### src/design/opc_pkg.sv
package opc_pkg;

	localparam logic signed [15:0] ELEV_MIN   = 16'sd5461;
	localparam logic signed [15:0] ELEV_MAX   = 16'sd16384;
	localparam logic signed [17:0] RADIUS_MIN = 18'sd8192;
	localparam logic signed [17:0] RADIUS_MAX = 18'sd40960;
	localparam logic [15:0]        ELEV_RST   = 16'd5461;
	localparam logic [15:0]        RADIUS_RST = 16'd20480;

	localparam int CORDIC_STEPS = 20;
	localparam int ITER_W       = $clog2(CORDIC_STEPS);
	localparam int MUL_OPS      = 7;
	localparam int MUL_W        = $clog2(MUL_OPS);
	localparam int CNT_W        = (ITER_W > MUL_W) ? ITER_W : MUL_W;

	localparam logic signed [33:0] CORDIC_X0 = 34'sd652032874;

	localparam logic [1:0] CFG_TARGET_X = 2'd0;
	localparam logic [1:0] CFG_TARGET_Y = 2'd1;
	localparam logic [1:0] CFG_TARGET_Z = 2'd2;

	// multiplier schedule
	localparam logic [MUL_W-1:0] MUL_SECA  = MUL_W'(0);
	localparam logic [MUL_W-1:0] MUL_SESA  = MUL_W'(1);
	localparam logic [MUL_W-1:0] MUL_CECA  = MUL_W'(2);
	localparam logic [MUL_W-1:0] MUL_CESA  = MUL_W'(3);
	localparam logic [MUL_W-1:0] MUL_RSECA = MUL_W'(4);
	localparam logic [MUL_W-1:0] MUL_RSESA = MUL_W'(5);
	localparam logic [MUL_W-1:0] MUL_RCE   = MUL_W'(6);

	typedef struct packed {
		logic signed [15:0] delta_elevation;
		logic signed [15:0] delta_azimuth;
		logic signed [15:0] delta_radius;
	} opc_in_t;

	typedef struct packed {
		logic signed [23:0] pos_x;
		logic signed [23:0] pos_y;
		logic signed [23:0] pos_z;
		logic signed [15:0] look_x;
		logic signed [15:0] look_y;
		logic signed [15:0] look_z;
		logic signed [15:0] right_x;
		logic signed [15:0] right_y;
		logic signed [15:0] right_z;
		logic signed [15:0] upv_x;
		logic signed [15:0] upv_y;
		logic signed [15:0] upv_z;
	} opc_out_t;

	typedef struct packed {
		logic              accept;
		logic              cor_init;
		logic              cor_step;
		logic [ITER_W-1:0] cor_iter;
		logic              cor_azi;
		logic              cor_save;
		logic              mul_en;
		logic [MUL_W-1:0]  mul_sel;
		logic              out_load;
	} opc_cmd_t;

	function automatic logic [31:0] cordic_atan(input logic [ITER_W-1:0] i);
		logic [31:0] r;
		case (i)
			5'd0:    r = 32'd536870912;
			5'd1:    r = 32'd316933406;
			5'd2:    r = 32'd167458907;
			5'd3:    r = 32'd85004756;
			5'd4:    r = 32'd42667331;
			5'd5:    r = 32'd21354465;
			5'd6:    r = 32'd10679838;
			5'd7:    r = 32'd5340245;
			5'd8:    r = 32'd2670163;
			5'd9:    r = 32'd1335087;
			5'd10:   r = 32'd667544;
			5'd11:   r = 32'd333772;
			5'd12:   r = 32'd166886;
			5'd13:   r = 32'd83443;
			5'd14:   r = 32'd41722;
			5'd15:   r = 32'd20861;
			5'd16:   r = 32'd10430;
			5'd17:   r = 32'd5215;
			5'd18:   r = 32'd2608;
			5'd19:   r = 32'd1304;
			default: r = 32'd0;
		endcase
		return r;
	endfunction

endpackage

### src/design/opc_cordic.sv
module opc_cordic (
	input  logic                       clk,
	input  logic                       init,
	input  logic                       step,
	input  logic [opc_pkg::ITER_W-1:0] iter,
	input  logic [15:0]                ang,
	output logic signed [15:0]         cos_v,
	output logic signed [15:0]         sin_v
);
	import opc_pkg::*;

	logic signed [33:0] x_q, y_q, z_q;
	logic               flip_q;
	logic signed [15:0] sa;
	logic signed [15:0] sa_turn;
	logic               flip;
	logic signed [33:0] dx, dy, atab;
	logic signed [33:0] xr, yr;
	logic signed [15:0] xc, yc;

	// half-turn fold into [-pi/2, pi/2]
	assign sa      = $signed(ang);
	assign flip    = (sa > 16'sd16384) || (sa < -16'sd16384);
	assign sa_turn = flip ? $signed(ang + 16'h8000) : sa;

	assign dx   = y_q >>> iter;
	assign dy   = x_q >>> iter;
	assign atab = $signed({2'b00, cordic_atan(iter)});

	always_ff @(posedge clk) begin
		if (init) begin
			x_q    <= CORDIC_X0;
			y_q    <= '0;
			z_q    <= {{2{sa_turn[15]}}, sa_turn, 16'h0000};
			flip_q <= flip;
		end else if (step) begin
			if (z_q >= 0) begin
				x_q <= x_q - dx;
				y_q <= y_q + dy;
				z_q <= z_q - atab;
			end else begin
				x_q <= x_q + dx;
				y_q <= y_q - dy;
				z_q <= z_q + atab;
			end
		end
	end

	assign xr = (x_q + 34'sd32768) >>> 16;
	assign yr = (y_q + 34'sd32768) >>> 16;

	always_comb begin
		if (xr > 34'sd16384)       xc = 16'sd16384;
		else if (xr < -34'sd16384) xc = -16'sd16384;
		else                       xc = xr[15:0];
		if (yr > 34'sd16384)       yc = 16'sd16384;
		else if (yr < -34'sd16384) yc = -16'sd16384;
		else                       yc = yr[15:0];
	end

	assign cos_v = flip_q ? -xc : xc;
	assign sin_v = flip_q ? -yc : yc;

endmodule

### src/design/opc_datapath.sv
module opc_datapath (
	input  logic              clk,
	input  logic              arst_n,
	input  opc_pkg::opc_cmd_t cmd,
	input  opc_pkg::opc_in_t  in_data,
	input  logic              cfg_we,
	input  logic [1:0]        cfg_index,
	input  logic [19:0]       cfg_data,
	output opc_pkg::opc_out_t out_data
);
	import opc_pkg::*;

	logic signed [19:0] tx_q, ty_q, tz_q;
	logic [15:0]        elev_q, azim_q, radius_q;
	logic signed [15:0] se_q, ce_q, sa_q, ca_q;
	logic signed [47:0] prod_q [MUL_OPS];
	opc_out_t           out_q;

	logic signed [15:0] e_sum;
	logic signed [17:0] r_sum;
	logic [15:0]        e_new, r_new;
	logic signed [15:0] cor_cos, cor_sin;
	logic signed [29:0] opa, opb;
	logic signed [59:0] prod;
	opc_out_t           res;

	function automatic logic signed [47:0] rnd14(input logic signed [47:0] v);
		return (v + 48'sd8192) >>> 14;
	endfunction

	function automatic logic signed [47:0] rnd28(input logic signed [47:0] v);
		return (v + 48'sd134217728) >>> 28;
	endfunction

	function automatic logic signed [23:0] sat24(input logic signed [47:0] v);
		logic signed [23:0] r;
		if (v > 48'sd8388607)       r = 24'sd8388607;
		else if (v < -48'sd8388608) r = -24'sd8388608;
		else                        r = v[23:0];
		return r;
	endfunction

	// state update: angles wrap, then elevation and radius clamp
	assign e_sum = $signed(elev_q + in_data.delta_elevation);
	assign r_sum = $signed({2'b00, radius_q}) + 18'(in_data.delta_radius);

	always_comb begin
		if (e_sum < ELEV_MIN)      e_new = ELEV_MIN;
		else if (e_sum > ELEV_MAX) e_new = ELEV_MAX;
		else                       e_new = e_sum;
		if (r_sum < RADIUS_MIN)      r_new = RADIUS_MIN[15:0];
		else if (r_sum > RADIUS_MAX) r_new = RADIUS_MAX[15:0];
		else                         r_new = r_sum[15:0];
	end

	always_ff @(posedge clk or negedge arst_n) begin
		if (!arst_n) begin
			tx_q     <= '0;
			ty_q     <= '0;
			tz_q     <= '0;
			elev_q   <= ELEV_RST;
			azim_q   <= '0;
			radius_q <= RADIUS_RST;
		end else begin
			if (cfg_we) begin
				case (cfg_index)
					CFG_TARGET_X: tx_q <= cfg_data;
					CFG_TARGET_Y: ty_q <= cfg_data;
					CFG_TARGET_Z: tz_q <= cfg_data;
					default: ;
				endcase
			end
			if (cmd.accept) begin
				elev_q   <= e_new;
				azim_q   <= azim_q + in_data.delta_azimuth;
				radius_q <= r_new;
			end
		end
	end

	opc_cordic u_cordic (
		.clk  (clk),
		.init (cmd.cor_init),
		.step (cmd.cor_step),
		.iter (cmd.cor_iter),
		.ang  (cmd.cor_azi ? azim_q : elev_q),
		.cos_v(cor_cos),
		.sin_v(cor_sin)
	);

	// single shared multiplier, one product a cycle
	always_comb begin
		case (cmd.mul_sel)
			MUL_SECA:  begin opa = 30'(se_q);               opb = 30'(ca_q); end
			MUL_SESA:  begin opa = 30'(se_q);               opb = 30'(sa_q); end
			MUL_CECA:  begin opa = 30'(ce_q);               opb = 30'(ca_q); end
			MUL_CESA:  begin opa = 30'(ce_q);               opb = 30'(sa_q); end
			MUL_RSECA: begin opa = $signed({14'd0, radius_q}); opb = prod_q[MUL_SECA][29:0]; end
			MUL_RSESA: begin opa = $signed({14'd0, radius_q}); opb = prod_q[MUL_SESA][29:0]; end
			MUL_RCE:   begin opa = $signed({14'd0, radius_q}); opb = 30'(ce_q); end
			default:   begin opa = '0;                      opb = '0; end
		endcase
	end

	assign prod = opa * opb;

	always_ff @(posedge clk) begin
		if (cmd.cor_save) begin
			if (cmd.cor_azi) begin
				ca_q <= cor_cos;
				sa_q <= cor_sin;
			end else begin
				ce_q <= cor_cos;
				se_q <= cor_sin;
			end
		end
		if (cmd.mul_en)
			prod_q[cmd.mul_sel] <= prod[47:0];
		if (cmd.out_load)
			out_q <= res;
	end

	always_comb begin
		res.pos_x   = sat24(48'(tx_q) + rnd28(prod_q[MUL_RSECA]));
		res.pos_y   = sat24(48'(ty_q) + rnd14(prod_q[MUL_RCE]));
		res.pos_z   = sat24(48'(tz_q) + rnd28(prod_q[MUL_RSESA]));
		res.look_x  = 16'(-rnd14(prod_q[MUL_SECA]));
		res.look_y  = -ce_q;
		res.look_z  = 16'(-rnd14(prod_q[MUL_SESA]));
		res.right_x = -sa_q;
		res.right_y = '0;
		res.right_z = ca_q;
		res.upv_x   = 16'(-rnd14(prod_q[MUL_CECA]));
		res.upv_y   = se_q;
		res.upv_z   = 16'(-rnd14(prod_q[MUL_CESA]));
	end

	assign out_data = out_q;

endmodule

### src/design/opc_ctrl.sv
module opc_ctrl (
	input  logic              clk,
	input  logic              arst_n,
	input  logic              in_valid,
	input  logic              out_stall,
	output logic              busy,
	output logic              out_valid,
	output opc_pkg::opc_cmd_t cmd
);
	import opc_pkg::*;

	typedef enum logic [2:0] {
		ST_IDLE,
		ST_INIT,
		ST_ITER,
		ST_SAVE,
		ST_MUL,
		ST_DONE
	} state_t;

	localparam logic [CNT_W-1:0] ITER_LAST = CNT_W'(CORDIC_STEPS - 1);
	localparam logic [CNT_W-1:0] MUL_LAST  = CNT_W'(MUL_OPS - 1);

	state_t            state_q;
	logic [CNT_W-1:0]  cnt_q;
	logic              azi_q;
	logic              out_valid_q;

	always_comb begin
		cmd.accept   = (state_q == ST_IDLE) && in_valid;
		cmd.cor_init = (state_q == ST_INIT);
		cmd.cor_step = (state_q == ST_ITER);
		cmd.cor_iter = cnt_q[ITER_W-1:0];
		cmd.cor_azi  = azi_q;
		cmd.cor_save = (state_q == ST_SAVE);
		cmd.mul_en   = (state_q == ST_MUL);
		cmd.mul_sel  = cnt_q[MUL_W-1:0];
		cmd.out_load = (state_q == ST_DONE) && (!out_valid_q || !out_stall);
	end

	always_ff @(posedge clk or negedge arst_n) begin
		if (!arst_n) begin
			state_q     <= ST_IDLE;
			cnt_q       <= '0;
			azi_q       <= 1'b0;
			out_valid_q <= 1'b0;
		end else begin
			// held while stalled, refilled by a load
			out_valid_q <= cmd.out_load || (out_valid_q && out_stall);
			case (state_q)
				ST_IDLE: begin
					if (in_valid) begin
						azi_q   <= 1'b0;
						state_q <= ST_INIT;
					end
				end
				ST_INIT: begin
					cnt_q   <= '0;
					state_q <= ST_ITER;
				end
				ST_ITER: begin
					if (cnt_q == ITER_LAST)
						state_q <= ST_SAVE;
					else
						cnt_q <= cnt_q + 1'b1;
				end
				ST_SAVE: begin
					cnt_q <= '0;
					if (azi_q) begin
						state_q <= ST_MUL;
					end else begin
						azi_q   <= 1'b1;
						state_q <= ST_INIT;
					end
				end
				ST_MUL: begin
					if (cnt_q == MUL_LAST)
						state_q <= ST_DONE;
					else
						cnt_q <= cnt_q + 1'b1;
				end
				ST_DONE: begin
					if (cmd.out_load)
						state_q <= ST_IDLE;
				end
				default: state_q <= ST_IDLE;
			endcase
		end
	end

	assign busy      = (state_q != ST_IDLE);
	assign out_valid = out_valid_q;

endmodule

### src/design/orbit_camera_pose_core.sv
// Orbit camera pose core.
// Input channel (in_valid / in_stall / in_data): one beat carries elevation,
// azimuth and radius deltas. in_stall is high while an item is in work.
// Output channel (out_valid / out_stall / out_data): one beat per input beat,
// position, look, right and up vectors. A result waits in the output
// register while out_stall is high; the next input beat is still taken and
// worked, but its result is held back until the register frees.
// Config channel (cfg_valid / cfg_ready / cfg_index / cfg_data): writes the
// target point; cfg_ready is always high, index 3 is ignored.
// Each input beat is worked through before the next is taken: the shared
// CORDIC unit (20 steps, run once for elevation and once for azimuth),
// then the single multiplier (7 products), then the output load.
// Reset: target at origin, elevation pi/6, azimuth 0, radius 5.0, output
// register empty.
module orbit_camera_pose_core (
	input  logic              clk,
	input  logic              arst_n,
	input  logic              in_valid,
	output logic              in_stall,
	input  opc_pkg::opc_in_t  in_data,
	output logic              out_valid,
	input  logic              out_stall,
	output opc_pkg::opc_out_t out_data,
	input  logic              cfg_valid,
	output logic              cfg_ready,
	input  logic [1:0]        cfg_index,
	input  logic [19:0]       cfg_data
);
	import opc_pkg::*;

	opc_cmd_t cmd;
	logic     busy;

	assign cfg_ready = 1'b1;
	assign in_stall  = busy;

	// sequencer: cordic passes, multiplier schedule, output load
	opc_ctrl u_ctrl (
		.clk      (clk),
		.arst_n   (arst_n),
		.in_valid (in_valid),
		.out_stall(out_stall),
		.busy     (busy),
		.out_valid(out_valid),
		.cmd      (cmd)
	);

	// angle/radius state, target, cordic, multiplier, output register
	opc_datapath u_dp (
		.clk      (clk),
		.arst_n   (arst_n),
		.cmd      (cmd),
		.in_data  (in_data),
		.cfg_we   (cfg_valid && cfg_ready),
		.cfg_index(cfg_index),
		.cfg_data (cfg_data),
		.out_data (out_data)
	);

	// once taken, the item still holds the input side at the end of the first cordic pass
	a_busy_after_accept: assert property (@(posedge clk) disable iff (!arst_n)
		(in_valid && !in_stall) |=> ##20 in_stall)
		else $error("input taken during cordic pass");

	// a fresh result only follows work in progress
	a_result_from_work: assert property (@(posedge clk) disable iff (!arst_n)
		$rose(out_valid) |-> $past(in_stall))
		else $error("result without work");

	// right vector lies in the horizontal plane
	a_right_flat: assert property (@(posedge clk) disable iff (!arst_n)
		out_valid |-> (out_data.right_y == '0))
		else $error("right_y not zero");

endmodule

### config.mk
export PLATFORM = sky130hd
export DESIGN_NAME = orbit_camera_pose_core
export DESIGN_NICKNAME = d
export VERILOG_FILES = /design/src/design/opc_pkg.sv /design/src/design/opc_cordic.sv /design/src/design/opc_datapath.sv /design/src/design/opc_ctrl.sv /design/src/design/orbit_camera_pose_core.sv
export SDC_FILE = /design/constraint.sdc
export NUM_CORES = 2
export LEC_CHECK = 0
export ABC_AREA = 1
export BUFFER_PORTS_ARGS = -buffer_cell sky130_fd_sc_hd__buf_2
export CAP_MARGIN = 5
export CORE_MARGIN = 3
export CORE_UTILIZATION = 55
export DETAILED_ROUTE_END_ITERATION = 8
export PLACE_DENSITY = 0.76
export SLEW_MARGIN = 20
export SYNTH_ARGS = -nofsm -noshare
export SYNTH_HDL_FRONTEND = slang
export SYNTH_SLANG_ARGS = --single-unit
### constraint.sdc
create_clock -name clk -period 13.6 [get_ports clk]
set_input_delay 3.4 -clock clk [delete_from_list [all_inputs] [get_ports clk]]
set_output_delay 3.4 -clock clk [all_outputs]
set_load 0.1 [all_outputs]
# Yosys cells after proc, flatten, opt, wreduce, memory -nomap -nowiden
# Memory sizes are Yosys's and may differ from the RTL's.
# Index checks and enable logic that the tools add are counted.
[op_classes]
reduce_logical = 29
bitwise_logic = 1
add_sub_neg = 31
order_cmp = 17
muxes = 35
n_eq_ne = 21
multipliers = 1
shifts = 2
[op_table]
columns = ["op", "count"]
rows = [
  ["two-way mux 16 bit", 12],
  ["two-way mux 34 bit", 5],
  ["case mux 30 bit (5 select lines)", 1],
  ["greater-than comparator 48 x 24 -> 1 bit, second input constant", 3],
  ["less-than comparator 48 x 24 -> 1 bit, second input constant", 3],
  ["negator 16 bit", 8],
  ["adder 30 x 15 -> 30 bit, second input constant", 4],
  ["adder 48 x 29 -> 48 bit, second input constant", 2],
  ["case mux 30 bit (3 select lines)", 1],
  ["two-way mux 24 bit", 3],
  ["adder 34 x 17 -> 34 bit, second input constant", 2],
  ["adder 34 bit", 2],
  [">>> shifter 34 x 5 -> 34 bit", 2],
  ["subtractor 34 bit", 2],
  ["less-than comparator 18 x 15 -> 1 bit, second input constant", 3],
  ["adder 48 x 15 -> 48 bit, second input constant", 1],
  ["multiplier 30 x 30 -> 48 bit", 1],
  ["adder 20 x 20 -> 21 bit", 2],
  ["greater-than comparator 18 x 16 -> 1 bit, second input constant", 2],
  ["adder 20 x 34 -> 35 bit", 1],
  ["adder 34 x 33 -> 34 bit", 1],
  ["greater-or-equal comparator 34 x 1 -> 1 bit, second input constant", 1],
  ["subtractor 34 x 33 -> 34 bit", 1],
  ["adder 16 bit", 2],
  ["35 further kinds", 72],
]
[totals]
in_bits = 75
memories = 2
out_inout_bits = 219
wordCells = 169
reg_bits = 485
mem_bits_ro = 960
mem_bits_rw = 336
[mem_list]
columns = ["memory", "depth", "width", "rd", "rd_ports_with_merged_regs", "write_ports", "line", "source"]
rows = [
  ["(name not given)", 32, 30, 1, 0, 0, "opc_pkg.sv:66", "case (i)"],
  ["u_dp.prod_q", 7, 48, 7, 0, 1, "opc_datapath.sv:16", "logic signed [47:0] prod_q [MUL_OPS];"],
]

# Longest topological paths before layout
[depth]
word_depth = 6
depth_mapped = 45
depth_no_buf = 39

# Hierarchy
# A second synthesis with hierarchy kept.
[hier_totals]
cells_unflattened = 9004
hier_area_um2 = 70062.2
[by_module_without_submodules]
columns = ["module", "n_inst", "area_each_um2", "cells_each"]
rows = [
  ["opc_datapath", 1, 52091.2, 5905],
  ["opc_cordic", 1, 17261.6, 3005],
  ["opc_ctrl", 1, 698.2, 92],
  ["orbit_camera_pose_core", 1, 11.3, 2],
]

# Worst setup path after synthesis
# No wires, ideal clock.
[synth_timing]
kind = "input to register"
from = "input port out_stall"
to = "register u_dp.out_q (netlist bit u_dp.out_data[0]) (enable)"
path_slack_ns = 1.275
required_ns = 12.850
arrival_ns = 11.575
path_buffers = 0
cell_stages = 3
cell_sequence = "nand2_1 > inv_1 > nor2_1"
[synth_lines]
columns = ["item", "line", "source"]
rows = [
  ["from (decl)", "orbit_camera_pose_core.sv:22", "input logic out_stall,"],
  ["to (signal assigned)", "opc_datapath.sv:120", "out_q <= res;"],
  ["to (decl)", "opc_datapath.sv:17", "opc_out_t out_q;"],
]

# Worst setup path in the final report
[layout_timing]
from = "register u_ctrl.cnt_q[1]"
to = "memory u_dp.prod_q[2][21] (data pin)"
[layout_between]
elab_chain_cells = 4
[layout_rtl]
columns = ["item", "line", "source"]
rows = [
  ["from (decl)", "opc_ctrl.sv:25", "logic [CNT_W-1:0] cnt_q;"],
  ["from (signal assigned)", "opc_ctrl.sv:65", "cnt_q <= cnt_q + 1'b1;"],
  ["from (signal assigned)", "opc_ctrl.sv:80", "cnt_q <= cnt_q + 1'b1;"],
  ["equality test 3 bit, or another cell as far along", "opc_datapath.sv:93", "case (cmd.mul_sel)"],
  ["OR reduction 3 bit (no source line) or OR reduction 2 bit (tied branches)", "--", ""],
  ["case mux 30 bit (3 select lines) or case mux 30 bit (5 select lines) (tied branches)", "opc_datapath.sv:93", ""],
  ["multiplier 30 x 30 -> 48 bit (*)", "opc_datapath.sv:105", "assign prod = opa * opb;"],
  ["net u_dp.prod[21]", "opc_datapath.sv:24", "logic signed [59:0] prod;"],
  ["to (decl)", "opc_datapath.sv:16", ""],
]
# Mark *: on every way through the listed nets, which the timed path passes. The rest lies on a longest branch.

==> run_results.csv <==
group,metric,value,unit
timing,unrepaired_setup_endpoints_after_global_routing,"no",
clocking,tritoncts_num_sinks,650,
global_routing,number_of_global_route_vias_before_repair,57400,
worst_hold_path,holdCritPathClass,"reg -> reg",
timing,fin_crit,11.46,ns
placed_design,place.port_buffers,276,
floorplanning,initial_util,55.9,%
synth,synth.yosys.seq_area_share,26.8,%
worst_hold_path,min_delay_path_depth,2,
timing,fin_crit_sh,84.3,%
critical_path,critical_path_most_common_cell,"inv_1",
global_routing,antenna_found_initial,5,
global_routing,grt_max_degree,76,
critical_path,crit_path_max_incr_delay,0.89,ns
critical_path,worst_setup_path_end_kind,"flip-flop",
synth,ys_ff_latch,650,
drt,viasPerCell,5.72,
critical_path,startpoint,"u_ctrl.cnt_q[1]",
synth,synthesis.area,67600,um^2
synth,ys_top_cells_by_count,"1674 x nand2_1, 1477 x inv_1, 823 x nor2_1",
synth,syn-instance-count,8470,
timing,timing.fmax,87.2,MHz
floorplanning,fp.dieW,357,um
drt,num_vias,59200,
clocking,htreeDepth,3,
placed_design,place_congestion,1.04,
timing,finalSetupViolCount,0,
synth,ys_async_sr_fraction,18.2,%
floorplanning,floorplan.die.height,357,um
critical_path,cp_data_arrival_time,11.78,ns
synth,post_synth_fa_ha_maj_area_fraction,25.5,%
synth,number_of_synthesized_flops_with_an_enable_pin,448,
critical_path,crit_path_cell_count,33,
critical_path,cp-start-kind,"flip-flop",
timing,final.setup.tns,0,ns
floorplanning,fp.coreArea,121000,um^2
synth,synth_compound_area_share,9.16,%
clocking,clockRootBuffer,"clkbuf_16",
clocking,cts.reportedPaths.clkPinSlew,0.06,ns
critical_path,cpLargestDelayFamily,"adder cells",
timing,worstMarginPinSlew,1.20,ns
timing,slew-limit-headroom,19.8,%
synth,post_synth_main_area_contributors,"edfxtp_1 20%, fa_1 18%, nand2_1 9.3%, inv_1 8.2%, ha_1 7.4%",
clocking,cts_inserted_buffers,74,
floorplanning,std_cell_rows,127,
global_routing,grt_first_pass_wirelength,335,mm
critical_path,crit_required,13.91,ns
drt,drt_iter0_drc,6753,
synth,largest_family_of_logic_cells_by_synthesized_area,"adder cells",
clocking,cts_repair_resize_count,0,
flow_run,timing.max_cap.violations,0,
floorplanning,dieArea,127000,um^2
timing,fin_worst_skew,0.0432,ns
layout,nNetsFinal,9759,
clocking,post_cts_hold_buffer_count,0,
synth,post-synth-top-area-cell,"edfxtp_1",
outcome,status,"completed",
timing,final_hold_fails,0,
clocking,clock_tree_from_tritoncts,"done",
critical_path,worst_flop_to_flop_path_startpoint,"u_ctrl.cnt_q[1]",
floorplanning,top_level_ports,294,
drt,detailedRoute.firstPassIterationCount,8,
synth,synth_xor_area_share,6.84,%
synth,ys.flop_type,"edfxtp_1",
layout,layout-area-overhead-vs-synth,8.36,%
synth,synth_cell_types,72,
clocking,post-cts-setup-buffers,0,
placed_design,dp_hpwl,177,mm
global_routing,grt_use_total,34.3,%
critical_path,critical_path.n_buffers_inverters,10,
critical_path,crit_slowest_cell,"xor2_1",
synth,synth.most_common_cell,"nand2_1",
layout,post_route_cells_drive_above_1_share,7.92,%
timing,timing_max_transition_violations_final,0,
clocking,cts_buffer_depth,3,
drt,route.final.wire_length,220,mm
critical_path,worst-setup-path-type,"reg -> reg",
worst_hold_path,hp-start,"u_dp.u_cordic.z_q[4]",
drt,drc_errors,0,
synth,synth_mux_area_share,0.104,%
clocking,worstSkewPairLatency,0.69,ns
synth,yosys.area_share.simple,21.3,%
critical_path,reg2regPathDepth,33,
global_routing,grt_overflow,0,
synth,post_synth.cell_area_avg,7.98,um^2
drt,drt-wirelength-per-cell,21.3,um
drt,ant_nets,0,
synth,synthesis.yosys.warnings,0,
synth,yosys.area.top_type_share,19.9,%
critical_path,critPathMaxFanout,65,
## state kept, by name, summed over array words and instances (netlist names), 5 cells and up
signal,count
u_dp.prod_q,171
u_dp.se_q,16
u_dp.radius_q,16
u_dp.u_cordic.z_q,34
u_dp.out_data,194
u_dp.u_cordic.x_q,34
u_dp.azim_q,16
u_dp.ty_q,20
u_dp.tx_q,20
u_dp.sa_q,16
u_dp.ce_q,16
u_ctrl.cnt_q,5
u_dp.tz_q,20
u_dp.u_cordic.y_q,34
u_dp.elev_q,16
u_dp.ca_q,16
## worst paths after layout
path	end	slack, ns
setup reg to reg	u_dp.prod_q[2][21]	2.14
min in group asynchronous	u_dp.ty_q[0]	2.76
hold / removal	u_dp.u_cordic.z_q[4]	0.46
hold reg to reg	u_dp.u_cordic.z_q[4]	0.46
max in group asynchronous	u_dp.azim_q[2]	9.46
setup / recovery	u_dp.prod_q[2][21]	2.14
## worst register-to-register path, delay by kind of cell, from the launching register on
family | cells | cell delay, ns
flops | 1 | 0.52
fa+ha+maj | 10 | 3.85
simple gates | 5 | 0.85
buf+inv | 10 | 2.73
compound gates | 7 | 2.25
xor+xnor | 1 | 0.89
## stage by stage
step	instance area [um^2]	std cells	util (%)	setup WS [ns]	hold WS, ns
2_1_floorplan	67700	8485	-	1.27	0.426
3_3_place_gp	70600	10200	58.4	2.37	0.447
3_5_place_dp	70700	10200	58.4	2.30	0.436
4_1_cts	73200	10300	60.6	2.29	0.472
5_1_grt	73200	10300	60.6	1.65	0.488
6_report	73200	10400	60.6	2.14	0.464
## layout make-up
type | count | area [um^2]
inverter | 1520 | 5710
clock inverter | 51 | 603
timing repair buffer | 368 | 2100
tap | 1612 | 2020
sequential | 650 | 18100
clock buffer | 86 | 1970
antenna | 3 | 7.51
fill | 10800 | 47700
multi-input combinational | 6061 | 42700
## layer usage
layer	up-vias	GRT usage, %	share of wire, %
li1	27400	-	-
met1	28300	45.9	40
met2	3011	54.1	45
met3	548	7.49	10
met4	0	14.5	5.1
met5	-	0	0
## kinds of logic after synthesis
group,Yosys count
AO/OA/AOI/OAI,1101
XOR/XNOR,528
adder cells (fa/ha/maj),1009
buffers and inverters,1774
flip-flops,650
multiplexers,7
other,2
AND/OR/NAND/NOR,3399
## cell usage in the layout, fill, tap and decap left out, drive strengths merged, types with 11 or more instances in the layout
| cell type | n |
|---|---|
| ha | 398 |
| o21bai | 15 |
| clkbuf | 86 |
| edfxtp | 448 |
| a21oi | 400 |
| or2 | 20 |
| dfrtp | 109 |
| xnor2 | 181 |
| nand3b | 25 |
| a21o | 29 |
| buf | 368 |
| clkinv | 39 |
| a31oi | 35 |
| o21ai | 476 |
| dfxtp | 84 |
| nor2 | 854 |
| a211oi | 13 |
| nand4 | 76 |
| nor3 | 129 |
| o22ai | 11 |
| o211ai | 20 |
| o21a | 30 |
| conb | 17 |
| a21boi | 12 |
| inv | 1515 |
| nand3 | 541 |
| fa | 611 |
| xor2 | 347 |
| nand2 | 1698 |
| nor4 | 35 |
Power is not shown: default switching activity piles up to over one toggle a cycle in this logic, so the estimate is an artifact.
